### config.mk
export PLATFORM = sky130hd
export DESIGN_NAME = sentence_field_integer_parser
export DESIGN_NICKNAME = d
export VERILOG_FILES = /design/src/rtl/core/sfip_pkg.sv /design/src/rtl/core/sfip_kw_match.sv /design/src/rtl/core/sfip_num_acc.sv /design/src/rtl/core/sentence_field_integer_parser.sv
export SDC_FILE = /design/constraint.sdc
export NUM_CORES = 1
export LEC_CHECK = 0
export ABC_AREA = 1
export BUFFER_PORTS_ARGS = -buffer_cell sky130_fd_sc_hd__buf_2
export CAP_MARGIN = 20
export CELL_PAD_IN_SITES_DETAIL_PLACEMENT = 1
export CELL_PAD_IN_SITES_GLOBAL_PLACEMENT = 1
export CORE_UTILIZATION = 44
export CTS_BUF_LIST = sky130_fd_sc_hd__clkbuf_8 sky130_fd_sc_hd__clkbuf_16
export CTS_CLUSTER_DIAMETER = 150
export DETAILED_ROUTE_END_ITERATION = 12
export PLACE_DENSITY = 0.85
export RECOVER_POWER = 100
export SYNTH_ARGS = -nofsm -noshare
export SYNTH_HDL_FRONTEND = slang
export SYNTH_SLANG_ARGS = --single-unit
### constraint.sdc
create_clock -name aclk -period 4.5 [get_ports aclk]
set_clock_uncertainty 0.2 [all_clocks]
set_input_delay 0 -clock aclk [delete_from_list [all_inputs] [get_ports aclk]]
set_output_delay 0 -clock aclk [all_outputs]
set_load 0.05 [all_outputs]
### src/rtl/core/sfip_pkg.sv
// Shared types and constants for the sentence field integer parser.
// Used by sfip_kw_match, sfip_num_acc and sentence_field_integer_parser.
package sfip_pkg;

    localparam int CHAR_W    = 8;
    localparam int KW_BYTES  = 8;
    localparam int KW_W      = KW_BYTES * CHAR_W;
    localparam int KLEN_W    = 4;
    localparam int TLEN_W    = 7;
    localparam int VALUE_W   = 32;

    localparam logic [KLEN_W-1:0] KEYWORD_MAX = 4'd8;
    localparam logic [TLEN_W-1:0] TOKEN_CAP   = 7'd100;

    localparam logic [CHAR_W-1:0] CHAR_DOLLAR = 8'h24;
    localparam logic [CHAR_W-1:0] CHAR_COMMA  = 8'h2C;
    localparam logic [CHAR_W-1:0] CHAR_PLUS   = 8'h2B;
    localparam logic [CHAR_W-1:0] CHAR_MINUS  = 8'h2D;
    localparam logic [CHAR_W-1:0] CHAR_ZERO   = 8'h30;
    localparam logic [CHAR_W-1:0] CHAR_NINE   = 8'h39;

    localparam logic CFG_KEYWORD_BYTES  = 1'b0;
    localparam logic CFG_KEYWORD_LENGTH = 1'b1;

    localparam logic [VALUE_W-1:0] MAG_NEG_LIMIT = 32'h8000_0000;
    localparam logic [VALUE_W-1:0] MAG_POS_LIMIT = 32'h7FFF_FFFF;

    typedef enum logic [1:0] {
        NUM_EXPECT = 2'd0,
        NUM_SIGN   = 2'd1,
        NUM_DIGITS = 2'd2,
        NUM_STOP   = 2'd3
    } num_phase_t;

    typedef struct packed {
        num_phase_t           phase;
        logic                 negative;
        logic [VALUE_W-1:0]   magnitude;
        logic                 overflow;
    } num_state_t;

    localparam num_state_t NUM_CLEAR = '{
        phase: NUM_EXPECT, negative: 1'b0, magnitude: '0, overflow: 1'b0
    };

endpackage

### src/rtl/core/sfip_kw_match.sv
// Keyword suffix compare: does the token end in the configured keyword.
// Depends on sfip_pkg.
module sfip_kw_match (
    input  logic [sfip_pkg::KW_W-1:0]   recent,
    input  logic [sfip_pkg::TLEN_W-1:0] tok_len,
    input  logic [sfip_pkg::KW_W-1:0]   kw_bytes,
    input  logic [sfip_pkg::KLEN_W-1:0] kw_len,
    output logic                        hit
);

    logic [sfip_pkg::KLEN_W-1:0] k;
    logic [sfip_pkg::KW_BYTES:0] match_k;

    always_comb begin
        k = (kw_len > sfip_pkg::KEYWORD_MAX) ? sfip_pkg::KEYWORD_MAX : kw_len;
        match_k = '1;
        for (int n = 1; n <= sfip_pkg::KW_BYTES; n++) begin
            for (int i = 0; i < n; i++) begin
                if (kw_bytes[8*i +: 8] != recent[8*(n-1-i) +: 8]) begin
                    match_k[n] = 1'b0;
                end
            end
        end
        hit = (tok_len >= {3'b000, k}) && match_k[k];
    end

endmodule

### src/rtl/core/sfip_num_acc.sv
// Signed decimal accumulator: one character step of the number scan.
// Depends on sfip_pkg.
module sfip_num_acc (
    input  logic [sfip_pkg::CHAR_W-1:0] ch,
    input  sfip_pkg::num_state_t        cur,
    output sfip_pkg::num_state_t        nxt
);

    logic        digit;
    logic [35:0] prod;

    always_comb begin
        nxt   = cur;
        digit = (ch >= sfip_pkg::CHAR_ZERO) && (ch <= sfip_pkg::CHAR_NINE);
        prod  = ({4'b0000, cur.magnitude} << 3) + ({4'b0000, cur.magnitude} << 1)
              + {32'd0, ch[3:0]};
        priority if (cur.phase == sfip_pkg::NUM_STOP) begin
            nxt = cur;
        end else if (digit) begin
            if (prod > {4'b0000, sfip_pkg::MAG_NEG_LIMIT}) begin
                nxt.overflow = 1'b1;
            end else begin
                nxt.magnitude = prod[31:0];
            end
            nxt.phase = sfip_pkg::NUM_DIGITS;
        end else if (cur.phase == sfip_pkg::NUM_EXPECT &&
                     (ch == sfip_pkg::CHAR_PLUS || ch == sfip_pkg::CHAR_MINUS)) begin
            nxt.negative = (ch == sfip_pkg::CHAR_MINUS);
            nxt.phase    = sfip_pkg::NUM_SIGN;
        end else begin
            if (cur.phase != sfip_pkg::NUM_DIGITS) begin
                nxt.overflow = 1'b1;
            end
            nxt.phase = sfip_pkg::NUM_STOP;
        end
    end

endmodule

### src/rtl/core/sentence_field_integer_parser.sv
// Top level of the sentence field integer parser: input register, token state,
// result register. Depends on sfip_pkg, sfip_kw_match and sfip_num_acc.
//
//  channel | ports                        | transaction
//  --------+------------------------------+-------------------------------
//  s_      | s_valid s_ready s_character  | one received byte
//  m_      | m_valid m_ready m_orientation| one parsed signed integer
//  cfg_    | cfg_we cfg_index cfg_wdata   | register write, no wait
//
// One character per cycle while the parse stage is not stalled: a byte sits in
// the input register, is parsed there against the token state, and a result is
// registered into the output register as it advances; m_valid is that register.
// aresetn is synchronous, active low; keyword length resets to one.
// A held result stalls the parse stage only when a new one is due behind it.
module sentence_field_integer_parser (
    input  logic                          aclk,
    input  logic                          aresetn,
    input  logic                          s_valid,
    output logic                          s_ready,
    input  logic [sfip_pkg::CHAR_W-1:0]   s_character,
    output logic                          m_valid,
    input  logic                          m_ready,
    output logic signed [sfip_pkg::VALUE_W-1:0] m_orientation,
    input  logic                          cfg_we,
    input  logic                          cfg_index,
    input  logic [sfip_pkg::KW_W-1:0]     cfg_wdata
);

    logic [sfip_pkg::KW_W-1:0]   kw_bytes_reg;
    logic [sfip_pkg::KLEN_W-1:0] kw_len_reg;

    logic                        in_valid_reg;
    logic [sfip_pkg::CHAR_W-1:0] char_reg;

    logic                        sss_reg, sss_next;
    logic                        matched_reg, matched_next;
    logic [1:0]                  field_reg, field_next;
    logic [sfip_pkg::TLEN_W-1:0] tlen_reg, tlen_next;
    logic [sfip_pkg::KW_W-1:0]   recent_reg, recent_next;
    logic                        hit_reg, hit_next;
    sfip_pkg::num_state_t        num_reg, num_next, num_step;

    logic                        m_valid_reg;
    logic [sfip_pkg::VALUE_W-1:0] m_data_reg;

    logic                        advance;
    logic                        emit;
    logic                        fits;
    logic [sfip_pkg::VALUE_W-1:0] value;
    logic [sfip_pkg::KW_W-1:0]   app_recent;
    logic [sfip_pkg::TLEN_W-1:0] app_len;
    logic                        app_hit;

    assign advance   = in_valid_reg && (!emit || !m_valid_reg || m_ready);
    assign s_ready   = !in_valid_reg || advance;
    assign m_valid   = m_valid_reg;
    assign m_orientation = m_data_reg;

    assign app_recent = {recent_reg[sfip_pkg::KW_W-9:0], char_reg};
    assign app_len    = tlen_reg + 7'd1;

    sfip_kw_match u_kw (
        .recent   (app_recent),
        .tok_len  (app_len),
        .kw_bytes (kw_bytes_reg),
        .kw_len   (kw_len_reg),
        .hit      (app_hit)
    );

    sfip_num_acc u_num (
        .ch  (char_reg),
        .cur (num_reg),
        .nxt (num_step)
    );

    always_comb begin
        sss_next     = sss_reg;
        matched_next = matched_reg;
        field_next   = field_reg;
        tlen_next    = tlen_reg;
        recent_next  = recent_reg;
        hit_next     = hit_reg;
        num_next     = num_reg;
        emit         = 1'b0;
        fits  = num_reg.negative ? (num_reg.magnitude <= sfip_pkg::MAG_NEG_LIMIT)
                                 : (num_reg.magnitude <= sfip_pkg::MAG_POS_LIMIT);
        value = num_reg.negative ? (32'd0 - num_reg.magnitude) : num_reg.magnitude;
        priority if (char_reg == sfip_pkg::CHAR_DOLLAR) begin
            sss_next = 1'b1;
        end else if (char_reg != sfip_pkg::CHAR_COMMA) begin
            if (tlen_reg < sfip_pkg::TOKEN_CAP) begin
                recent_next = app_recent;
                tlen_next   = app_len;
                hit_next    = hit_reg || app_hit;
                num_next    = num_step;
            end
        end else if (tlen_reg != '0) begin
            if (sss_reg) begin
                field_next   = 2'd0;
                matched_next = hit_reg || (kw_len_reg == '0);
                sss_next     = 1'b0;
            end else begin
                emit = matched_reg && (field_reg == 2'd0) && !num_reg.overflow &&
                       (num_reg.phase == sfip_pkg::NUM_DIGITS ||
                        num_reg.phase == sfip_pkg::NUM_STOP) && fits;
                if (field_reg != 2'd2) begin
                    field_next = field_reg + 2'd1;
                end
            end
            tlen_next   = '0;
            recent_next = '0;
            hit_next    = 1'b0;
            num_next    = sfip_pkg::NUM_CLEAR;
        end
    end

    always_ff @(posedge aclk) begin
        if (!aresetn) begin
            kw_bytes_reg <= '0;
            kw_len_reg   <= 4'd1;
        end else if (cfg_we) begin
            unique case (cfg_index)
                sfip_pkg::CFG_KEYWORD_BYTES:  kw_bytes_reg <= cfg_wdata;
                sfip_pkg::CFG_KEYWORD_LENGTH: kw_len_reg   <= cfg_wdata[3:0];
                default:                      kw_len_reg   <= kw_len_reg;
            endcase
        end
    end

    always_ff @(posedge aclk) begin
        if (!aresetn) begin
            in_valid_reg <= 1'b0;
        end else if (s_ready) begin
            in_valid_reg <= s_valid;
        end
    end

    always_ff @(posedge aclk) begin
        if (s_ready && s_valid) begin
            char_reg <= s_character;
        end
    end

    always_ff @(posedge aclk) begin
        if (!aresetn) begin
            sss_reg     <= 1'b0;
            matched_reg <= 1'b0;
            field_reg   <= 2'd0;
            tlen_reg    <= '0;
            recent_reg  <= '0;
            hit_reg     <= 1'b0;
            num_reg     <= sfip_pkg::NUM_CLEAR;
        end else if (advance) begin
            sss_reg     <= sss_next;
            matched_reg <= matched_next;
            field_reg   <= field_next;
            tlen_reg    <= tlen_next;
            recent_reg  <= recent_next;
            hit_reg     <= hit_next;
            num_reg     <= num_next;
        end
    end

    always_ff @(posedge aclk) begin
        if (!aresetn) begin
            m_valid_reg <= 1'b0;
        end else if (advance && emit) begin
            m_valid_reg <= 1'b1;
        end else if (m_ready) begin
            m_valid_reg <= 1'b0;
        end
    end

    always_ff @(posedge aclk) begin
        if (advance && emit) begin
            m_data_reg <= value;
        end
    end

    a_field_sat: assert property (@(posedge aclk) disable iff (!aresetn)
        field_reg != 2'd3)
        else $error("field count passed saturation");

    a_token_cap: assert property (@(posedge aclk) disable iff (!aresetn)
        tlen_reg <= sfip_pkg::TOKEN_CAP)
        else $error("token length beyond cap");

    a_num_clean: assert property (@(posedge aclk) disable iff (!aresetn)
        num_reg.phase == sfip_pkg::NUM_EXPECT |->
            (num_reg.magnitude == '0 && !num_reg.negative && !num_reg.overflow))
        else $error("number state dirty before first character");

    a_emit_comma: assert property (@(posedge aclk) disable iff (!aresetn)
        (advance && emit) |-> (char_reg == sfip_pkg::CHAR_COMMA && !sss_reg))
        else $error("result without closing comma of data token");

    a_result_load: assert property (@(posedge aclk) disable iff (!aresetn)
        (advance && emit) |=> m_valid)
        else $error("result lost at output register");

endmodule

==> results of run 1 <==
==> worst max-delay path: cells and delay by family (launching register included) <==
family          cells  cell delay, ns
simple gates       12            2.14
flops               1            0.36
fa+ha+maj           1            0.22
compound gates      2            0.32
buf+inv             4            0.90
==> cells in the mapped netlist, drive strengths merged <==
cell,number,area (um2)
a221oi,4,35.03
o22ai,16,100.1
o21a,2,15.01
nand3b,7,52.55
a31oi,1,6.260
and2,4,25.02
nor4,18,112.6
nand2b,1,6.260
o2111ai,4,35.03
o221ai,2,17.52
xnor2,125,1095
nand3,89,445.4
o21bai,2,15.01
buf,32,197.7
a21boi,1,7.510
nor3,51,296.5
clkbuf,98,367.9
edfxtp,40,1201
fa,2,40.04
a211oi,1,7.510
ha,72,900.9
nand4,66,412.9
dfxtp,174,3483
nor2,352,1321
a21oi,105,525.5
nand2,543,2051
inv,280,1051
a22o,2,17.52
o211ai,2,15.01
o21ai,158,790.8
xor2,99,867.1
or2,5,31.28
o32ai,1,8.760
clkinv,3,11.26
==> power groups by stage <==
stage / registers [uW] / logic (uW) / clock network, uW
floorplan: 2120 / 716 / 0
global placement: 2290 / 838 / 0
detailed placement: 2290 / 868 / 0
CTS: 2250 / 987 / 2290
global route: 2270 / 1130 / 2390
finish: 2270 / 1040 / 2300
==> through the flow <==
stage	power (uW)	setup slack (ns)	area [um2]	hold WS, ns
finish	5607	0.2036	18720	0.07639
global route	5782	0.01233	18720	0.1015
CTS	5525	0.4550	18780	0.02346
detailed placement	3161	0.5143	16310	-0.01994
global placement	3128	0.6955	16310	-0.02079
floorplan	2839	1.026	15570	-0.1011
==> logic make-up (layout without fill, tap and decap cells) <==
kind of cell / count (synthesis) / in the layout / synth area share [%]
simple gates: 1136 / 1136 / 30.54
flops: 214 / 214 / 30.09
buf+inv: 413 / 619 / 10.46
fa+ha+maj: 74 / 74 / 6.045
xor+xnor: 224 / 224 / 12.60
other cells: 0 / 2 / 0
compound gates: 301 / 301 / 10.26
==> layout make-up <==
type                            instances  share of cell area [%]
Sequential cell                       214                   25.02
Tap cell                              455                   3.041
Clock buffer                           29                   3.816
Multi-Input combinational cell       1735                   49.46
Antenna cell                            2                 0.02673
Inverter                              283                   5.674
Clock inverter                         21                   1.036
Timing Repair Buffer                  286                   11.92
==> worst max path at each step <==
stage / endpoint / slack, ns / cells after the start
detailed placement: num_reg[20] / 0.51 / 23
finish: recent_reg[41] / 0.20 / 19
global placement: recent_reg[16] / 0.70 / 19
global route: num_reg[4] / 0.01 / 23
floorplan: num_reg[2] / 1.03 / 23
CTS: num_reg[20] / 0.46 / 23
==> per-layer routing <==
| layer | GRT usage (%) | wire (um) | vias to the layer above |
|---|---|---|---|
| met5 | 0 | 0 | - |
| met4 | 21.77 | 4301 | 0 |
| met3 | 5.331 | 4395 | 274 |
| met2 | 65.38 | 32840 | 770 |
| met1 | 43.74 | 26340 | 8418 |
| li1 | - | - | 7903 |
==> repair_timing <==
action,4_1_cts,5_1_grt
resized for setup,0,1
hold endpoints to repair,128,0
setup endpoints to repair,0,3
hold buffers,156,0
==> out/qor.txt, run 1 <==
HOLD PATH
--------------------------------------------------------------------------------
Start point of the worst hold path ................................ cfg_wdata[13]
Hold Crit Depth ...................................................            4
Hold EP ........................................................... kw_bytes_reg[13]
Hold Crit Class ...................................................       in2reg

SYNTHESIS
--------------------------------------------------------------------------------
Avg Cell Area, Syn ................................................    6.590 um2
Number of warnings printed during yosys synthesis .................            0
Synth Net Count ...................................................        2,514
Number of instances in the synthesized netlist ....................        2,362
Register area share after synthesis ...............................       30.09%
Post-Synthesis Cell Area ..........................................  0.01557 mm2
FF+latch count, synth .............................................          214
Count of distinct cell types in the synthesized netlist ...........           42

PLACEMENT
--------------------------------------------------------------------------------
Placed cell count .................................................        2,817
Last weighted congestion value of the routability-driven placer ...       0.9729
DP HPWL ...........................................................     44.84 mm
Port Buffers ......................................................          111

GLOBAL ROUTE
--------------------------------------------------------------------------------
Number of antenna violations at the first check in global routing .            2
Vias in the first global route ....................................       18,300
Largest net degree at the start of global routing .................           81
Sum of overflow across all layers after global routing ............            0
First-pass GRT wire length ........................................     104.6 mm
Global-route total usage across every layer .......................       37.53%

TIMING
--------------------------------------------------------------------------------
Remaining max-slew budget at the tightest pin .....................      -28.90%
Post-route fraction of the period consumed by the critical path ...       95.47%
Slew at the pin closest to its max-slew limit .....................     1.931 ns
Final Max Tran Viols ..............................................           61
Setup TNS .........................................................         0 ns
Fin. Hold Viols ...................................................            0
Clock period minus worst slack ....................................     4.296 ns
Fmax achieved .....................................................    232.8 MHz
Final setup fails .................................................            0
RSZ-0062 raised after global routing ..............................        false

FINISH
--------------------------------------------------------------------------------
Post-route insts no fill ..........................................        3,025
Filler Cell Count .................................................        4,567
Synthesis-to-layout area growth ...................................       20.27%
Reg area .......................................................... 0.004684 mm2
Leading cell type in the layout, fill and taps excluded ...........      nand2_1
Flip-flop count of the largest register after layout ..............           64
Number of nets in the final layout ................................        2,699
Final core utilization ............................................       53.93%
Highest-count cells in the layout ignoring fill and taps .......... nand2_1 (539), nor2_1 (351), inv_1 (280)
Multi-input gate area ............................................. 0.009260 mm2
Layout cell share with drive strength beyond 1 ....................       6.075%

DETAILED ROUTING
--------------------------------------------------------------------------------
Wire length per cell after detailed routing .......................     22.44 um
Post-detailed-route via-to-cell ratio .............................        5.740
Number of nets still failing antenna checks after routing .........            0
DRT Pass-1 Iters ..................................................            6
Iteration-0 DRC Markers ...........................................        1,504
Via total after detailed routing ..................................       17,370
# DRC .............................................................            0
DRT Wirelength ....................................................     67.88 mm

CLOCKING
--------------------------------------------------------------------------------
Clock insertion delay at the later pin of the skew report .........      0.59 ns
Level count of the clock H-tree ...................................            1
Clock-pin slew on the worst setup and hold paths ..................      0.06 ns
Buffer type at the clock tree root ................................    clkbuf_16
Clock Sink Count ..................................................          214
Number of setup buffers added after CTS ...........................            0
Clock tree from TritonCTS .........................................         done
Number of buffers added by the clock tree synthesis step ..........           27
Largest buffer count on any clock path ............................            3

POWER AND IR DROP
--------------------------------------------------------------------------------
Switching power of the nets .......................................      1802 uW
Power density normalized to cell area ............................. 299.5 mW/mm2
Internal cell power ...............................................      3805 uW
Leakage Power .....................................................  0.008964 uW
Part of the power in the clock network ............................        40.9%
Worst ir drop on vdd ..............................................     280.3 uV
Sw Ratio ..........................................................       32.14%
Logic gate share of total power ...................................        18.6%
Sequential share of power .........................................        40.5%

FLOORPLAN
--------------------------------------------------------------------------------
Die Outline Area ..................................................  0.03613 mm2
Top Ports .........................................................          112
Initial standard-cell utilization of the core .....................       44.84%
Die Y .............................................................     190.1 um
Core Rows .........................................................           68
Die Wd ............................................................     190.1 um
Placeable Area ....................................................  0.03471 mm2

WORST SETUP PATH
--------------------------------------------------------------------------------
Peak per-stage delay on the critical path .........................      0.54 ns
Worst reg2reg path endpoint ....................................... recent_reg[41]
Internal reg-to-reg setup slack ...................................      0.20 ns
Path depth of the worst reg2reg path ..............................           19
Crit-path most repeated cell ......................................      nand2_1
Critical path capture point type ..................................     register
Launch point of the worst reg-to-reg path .........................   num_reg[1]
Setup CP Type .....................................................      reg2reg
Startpoint type of the worst setup path ...........................     register
CP startpoint .....................................................   num_reg[1]
Signal arrival time at the worst endpoint .........................      4.56 ns
Cell with the largest stage delay on the worst path ...............        buf_4
Worst Path Max Fanout .............................................           65
Data required time of the critical path ...........................      4.76 ns
Cells traversed along the worst timing path ....................... inv_1 -> ha_1 -> inv_1 -> nor3_2 -> nand2_1 -> nor3_2 -> nand3_1 -> nor2_1 -> nand2_1 -> o21ai_1 -> and2_0 -> nand2_1 -> nand2_1 -> inv_2 -> nand2_2 -> buf_4 -> nand2_1 -> o21ai_0 -> nor2_1

STATUS
--------------------------------------------------------------------------------
Status ............................................................ finished with violations
Failing checks .................................................... max-capacitance violations, max-slew violations

RUN
--------------------------------------------------------------------------------
Number of max-cap violations ......................................            1

Note: power is estimated with default switching activity, not from simulation.
==> inputs of run 2 (changes only) <==
--- a/config.mk
+++ b/config.mk
@@ -8,13 +8,11 @@
 export ABC_AREA = 1
 export BUFFER_PORTS_ARGS = -buffer_cell sky130_fd_sc_hd__buf_2
 export CAP_MARGIN = 20
-export CELL_PAD_IN_SITES_DETAIL_PLACEMENT = 1
-export CELL_PAD_IN_SITES_GLOBAL_PLACEMENT = 1
-export CORE_UTILIZATION = 44
+export CORE_UTILIZATION = 45
 export CTS_BUF_LIST = sky130_fd_sc_hd__clkbuf_8 sky130_fd_sc_hd__clkbuf_16
 export CTS_CLUSTER_DIAMETER = 150
 export DETAILED_ROUTE_END_ITERATION = 12
-export PLACE_DENSITY = 0.85
+export PLACE_DENSITY = 0.66
 export RECOVER_POWER = 100
 export SYNTH_ARGS = -nofsm -noshare
 export SYNTH_HDL_FRONTEND = slang
==> run 2 against run 1 <==
Worst hold slack got worse by 0.034 ns; critical endpoint is now num_reg[21]; global-route usage down 5.6 points; sequential power is essentially flat; register-to-register slack better by 0.09 ns; worst setup slack better by 0.093 ns; maximum frequency is 2.2% higher; combinational power decreased by 7%; largest power group is now sequential cells; clock power fell by 7%; sequential share of layout area grew 0.17 points; non-clock buffer count fell by 2; the flow still finishes with violations (max-capacitance violations, max-slew violations).
==> out/qor.txt, run 2 (same netlist as run 1, synthesis figures left out) <==
POWER AND IR DROP
--------------------------------------------------------------------------------
Leakage Power .....................................................  0.008914 uW   -0.56%
Logic gate share of total power ...................................        18.1%   -0.5 points
Sequential share of power .........................................        42.2%   +1.7 points
Part of the power in the clock network ............................        39.7%   -1.2 points
Power density normalized to cell area ............................. 288.5 mW/mm2   -3.7%
Worst ir drop on vdd ..............................................     265.5 uV   -5.3%
Switching power of the nets .......................................      1664 uW   -7.7%
Internal cell power ...............................................      3702 uW   -2.7%
Post-layout power .................................................      5365 uW   -4.3%
Sw Ratio ..........................................................       31.00%   -1.1 points

WORST SETUP PATH
--------------------------------------------------------------------------------
Setup CP Type .....................................................      reg2reg
Peak per-stage delay on the critical path .........................      0.53 ns   about the same
Cells traversed along the worst timing path ....................... inv_1 -> fa_1 -> fa_1 -> inv_1 -> nand2_1 -> nand2_1 -> nand4_1 -> nor2_1 -> nand3_1 -> nor2_1 -> nand2_1 -> nor2_1 -> nand3_1 -> nor2_1 -> nand2_1 -> nand2_1 -> nand2_1 -> nand2_1 -> nand2_2 -> buf_4 -> nand2_1 -> nand2_1 -> nor2_1
Data required time of the critical path ...........................      4.78 ns   +0.02 ns
Cell with the largest stage delay on the worst path ...............         fa_1
Path depth of the worst reg2reg path ..............................           23   +4
Crit-path most repeated cell ......................................      nand2_1
Worst reg2reg path endpoint .......................................  num_reg[21]
Worst Path Max Fanout .............................................           42   -35%
Bufs and invs on worst path .......................................            3   -1
Internal reg-to-reg setup slack ...................................      0.30 ns   +0.09 ns
Top Family by Delay on Critical Path .............................. simple AND/OR/NAND/NOR gates
Startpoint type of the worst setup path ...........................     register
Launch point of the worst reg-to-reg path .........................   num_reg[1]
Signal arrival time at the worst endpoint .........................      4.48 ns   -0.08 ns
Critical path capture point type ..................................     register

FINISH
--------------------------------------------------------------------------------
Final core utilization ............................................       55.05%   +1.1 points
Number of nets in the final layout ................................        2,696   -0.11%
Diode insertion count for antenna repair ..........................            0   -2
Synthesis-to-layout area growth ...................................       19.48%
Final Instance Area ...............................................  0.01860 mm2   -0.66%
Layout cell share with drive strength beyond 1 ....................       6.123%   +0.048 points
Flip-flop count of the largest register after layout ..............           64   unchanged
Highest-count cells in the layout ignoring fill and taps .......... nand2_1 (539), nor2_1 (351), inv_1 (278)
Leading cell type in the layout, fill and taps excluded ...........      nand2_1

FLOORPLAN
--------------------------------------------------------------------------------
Die Outline Area ..................................................  0.03534 mm2   -2.2%
Die Wd ............................................................     188.0 um   -1.1%
Die Y .............................................................     188.0 um   -1.1%
Placeable Area ....................................................  0.03378 mm2   -2.7%
Top Ports .........................................................          112   unchanged
Initial standard-cell utilization of the core .....................       46.08%   +1.2 points
Core Rows .........................................................           67   -1.5%

PLACEMENT
--------------------------------------------------------------------------------
Placed inst area ..................................................  0.01628 mm2   -0.18%
DP HPWL ...........................................................     40.43 mm   -9.8%
Port Buffers ......................................................          111   unchanged
Last weighted congestion value of the routability-driven placer ...       0.9673   -0.58%

TIMING
--------------------------------------------------------------------------------
Final Max Tran Viols ..............................................          199   +230%
Slew at the pin closest to its max-slew limit .....................     1.629 ns   -0.3020 ns
Final setup fails .................................................            0   unchanged
Post-route fraction of the period consumed by the critical path ...       93.41%   -2.1 points
Fin. Hold Viols ...................................................            0   unchanged
Clock period minus worst slack ....................................     4.204 ns   -0.09269 ns
Remaining max-slew budget at the tightest pin .....................      -8.621%   +20 points
Hold slack ........................................................   0.04261 ns   -0.03378 ns
Fmax achieved .....................................................    237.9 MHz   +2.2%
Setup TNS .........................................................         0 ns   unchanged
RSZ-0062 raised after global routing ..............................        false

CLOCKING
--------------------------------------------------------------------------------
Clock insertion delay at the later pin of the skew report .........      0.57 ns   -0.02 ns
Clock-pin slew on the worst setup and hold paths ..................      0.07 ns   about the same
Number of buffers added by the clock tree synthesis step ..........           26   -3.7%
PostCTS Resize Cnt ................................................            0   unchanged
Clock Sink Count ..................................................          214   unchanged
Number of setup buffers added after CTS ...........................            0   unchanged
Level count of the clock H-tree ...................................            1   unchanged
Largest buffer count on any clock path ............................            3   unchanged
Number of hold-repair buffers added at the cts stage ..............          155   -0.64%
Buffer type at the clock tree root ................................    clkbuf_16
Clock tree from TritonCTS .........................................         done

GLOBAL ROUTE
--------------------------------------------------------------------------------
Sum of overflow across all layers after global routing ............            0   unchanged
Largest net degree at the start of global routing .................           84   +3.7%
Global-route total usage across every layer .......................       31.88%   -5.6 points
Vias in the first global route ....................................       15,850   -13%
First-pass GRT wire length ........................................     87.99 mm   -16%
Number of antenna violations at the first check in global routing .            0   -2

HOLD PATH
--------------------------------------------------------------------------------
Hold EP ...........................................................  char_reg[3]
Hold Crit Depth ...................................................            2   -2
Start point of the worst hold path ................................ s_character[3]
Hold Crit Class ...................................................       in2reg

DETAILED ROUTING
--------------------------------------------------------------------------------
# DRC .............................................................            0   unchanged
Number of nets still failing antenna checks after routing .........            0   unchanged
Via total after detailed routing ..................................       16,260   -6.4%
DRT Pass-1 Iters ..................................................            6   unchanged
DRT Wirelength ....................................................     57.07 mm   -16%
Wire length per cell after detailed routing .......................     18.95 um   -16%
Iteration-0 DRC Markers ...........................................        1,125   -25%
Post-detailed-route via-to-cell ratio .............................        5.399   -6.0%

STATUS
--------------------------------------------------------------------------------
Status ............................................................ finished with violations
Failing checks .................................................... max-capacitance violations, max-slew violations

RUN
--------------------------------------------------------------------------------
Number of max-cap violations ......................................            3   +2

==> run 2: worst reg2reg max path: cells and delay by family (launching register included) <==
family / cells / cell delay, ns
flops: 1 / 0.44
buf+inv: 3 / 0.52
fa+ha+maj: 2 / 1.00
simple gates: 18 / 1.95
==> run 2: power by group through the flow <==
| stage | sequential (uW) | combinational [uW] | clock, uW |
|---|---|---|---|
| after floorplan | 2120 | 716 | 0 |
| after global placement | 2300 | 828 | 0 |
| after detailed placement | 2300 | 839 | 0 |
| after CTS | 2260 | 957 | 2160 |
| after global routing | 2270 | 1070 | 2220 |
| final | 2270 | 971 | 2130 |
==> run 2: final cells by class <==
type                            count  area (um2)
Clock buffer                       31       730.7
Tap cell                          448       560.5
Timing Repair Buffer              284        2183
Clock inverter                     17       137.6
Multi-Input combinational cell   1735        9239
Sequential cell                   214        4684
Fill cell                        3293       15190
Inverter                          283        1062
==> run 2: metal layers <==
layer	part of all wire (%)	track usage [%]
met1	42	38.81
met2	47	55.27
met3	6.0	4.398
met4	5.0	14.92
met5	0	0
==> run 2: how the worst max path moves through the flow <==
| stage | depth (start not counted) | to | from |
|---|---|---|---|
| 6_report | 23 | num_reg[21] | num_reg[1] |
| 5_1_grt | 23 | num_reg[21] | num_reg[1] |
| 4_1_cts | 23 | num_reg[21] | num_reg[1] |
| 3_5_place_dp | 23 | num_reg[21] | num_reg[1] |
| 3_3_place_gp | 23 | num_reg[22] | num_reg[1] |
| 2_1_floorplan | 23 | num_reg[2] | char_reg[3] |
==> run 2: metrics by stage <==
| step | setup slack, ns | std cells |
|---|---|---|
| after detailed placement | 0.3394 | 2809 |
| after floorplan | 1.026 | 2362 |
| after global routing | 0.04052 | 3012 |
| after global placement | 0.4230 | 2809 |
| after CTS | 0.3300 | 3012 |
| final | 0.2963 | 3012 |
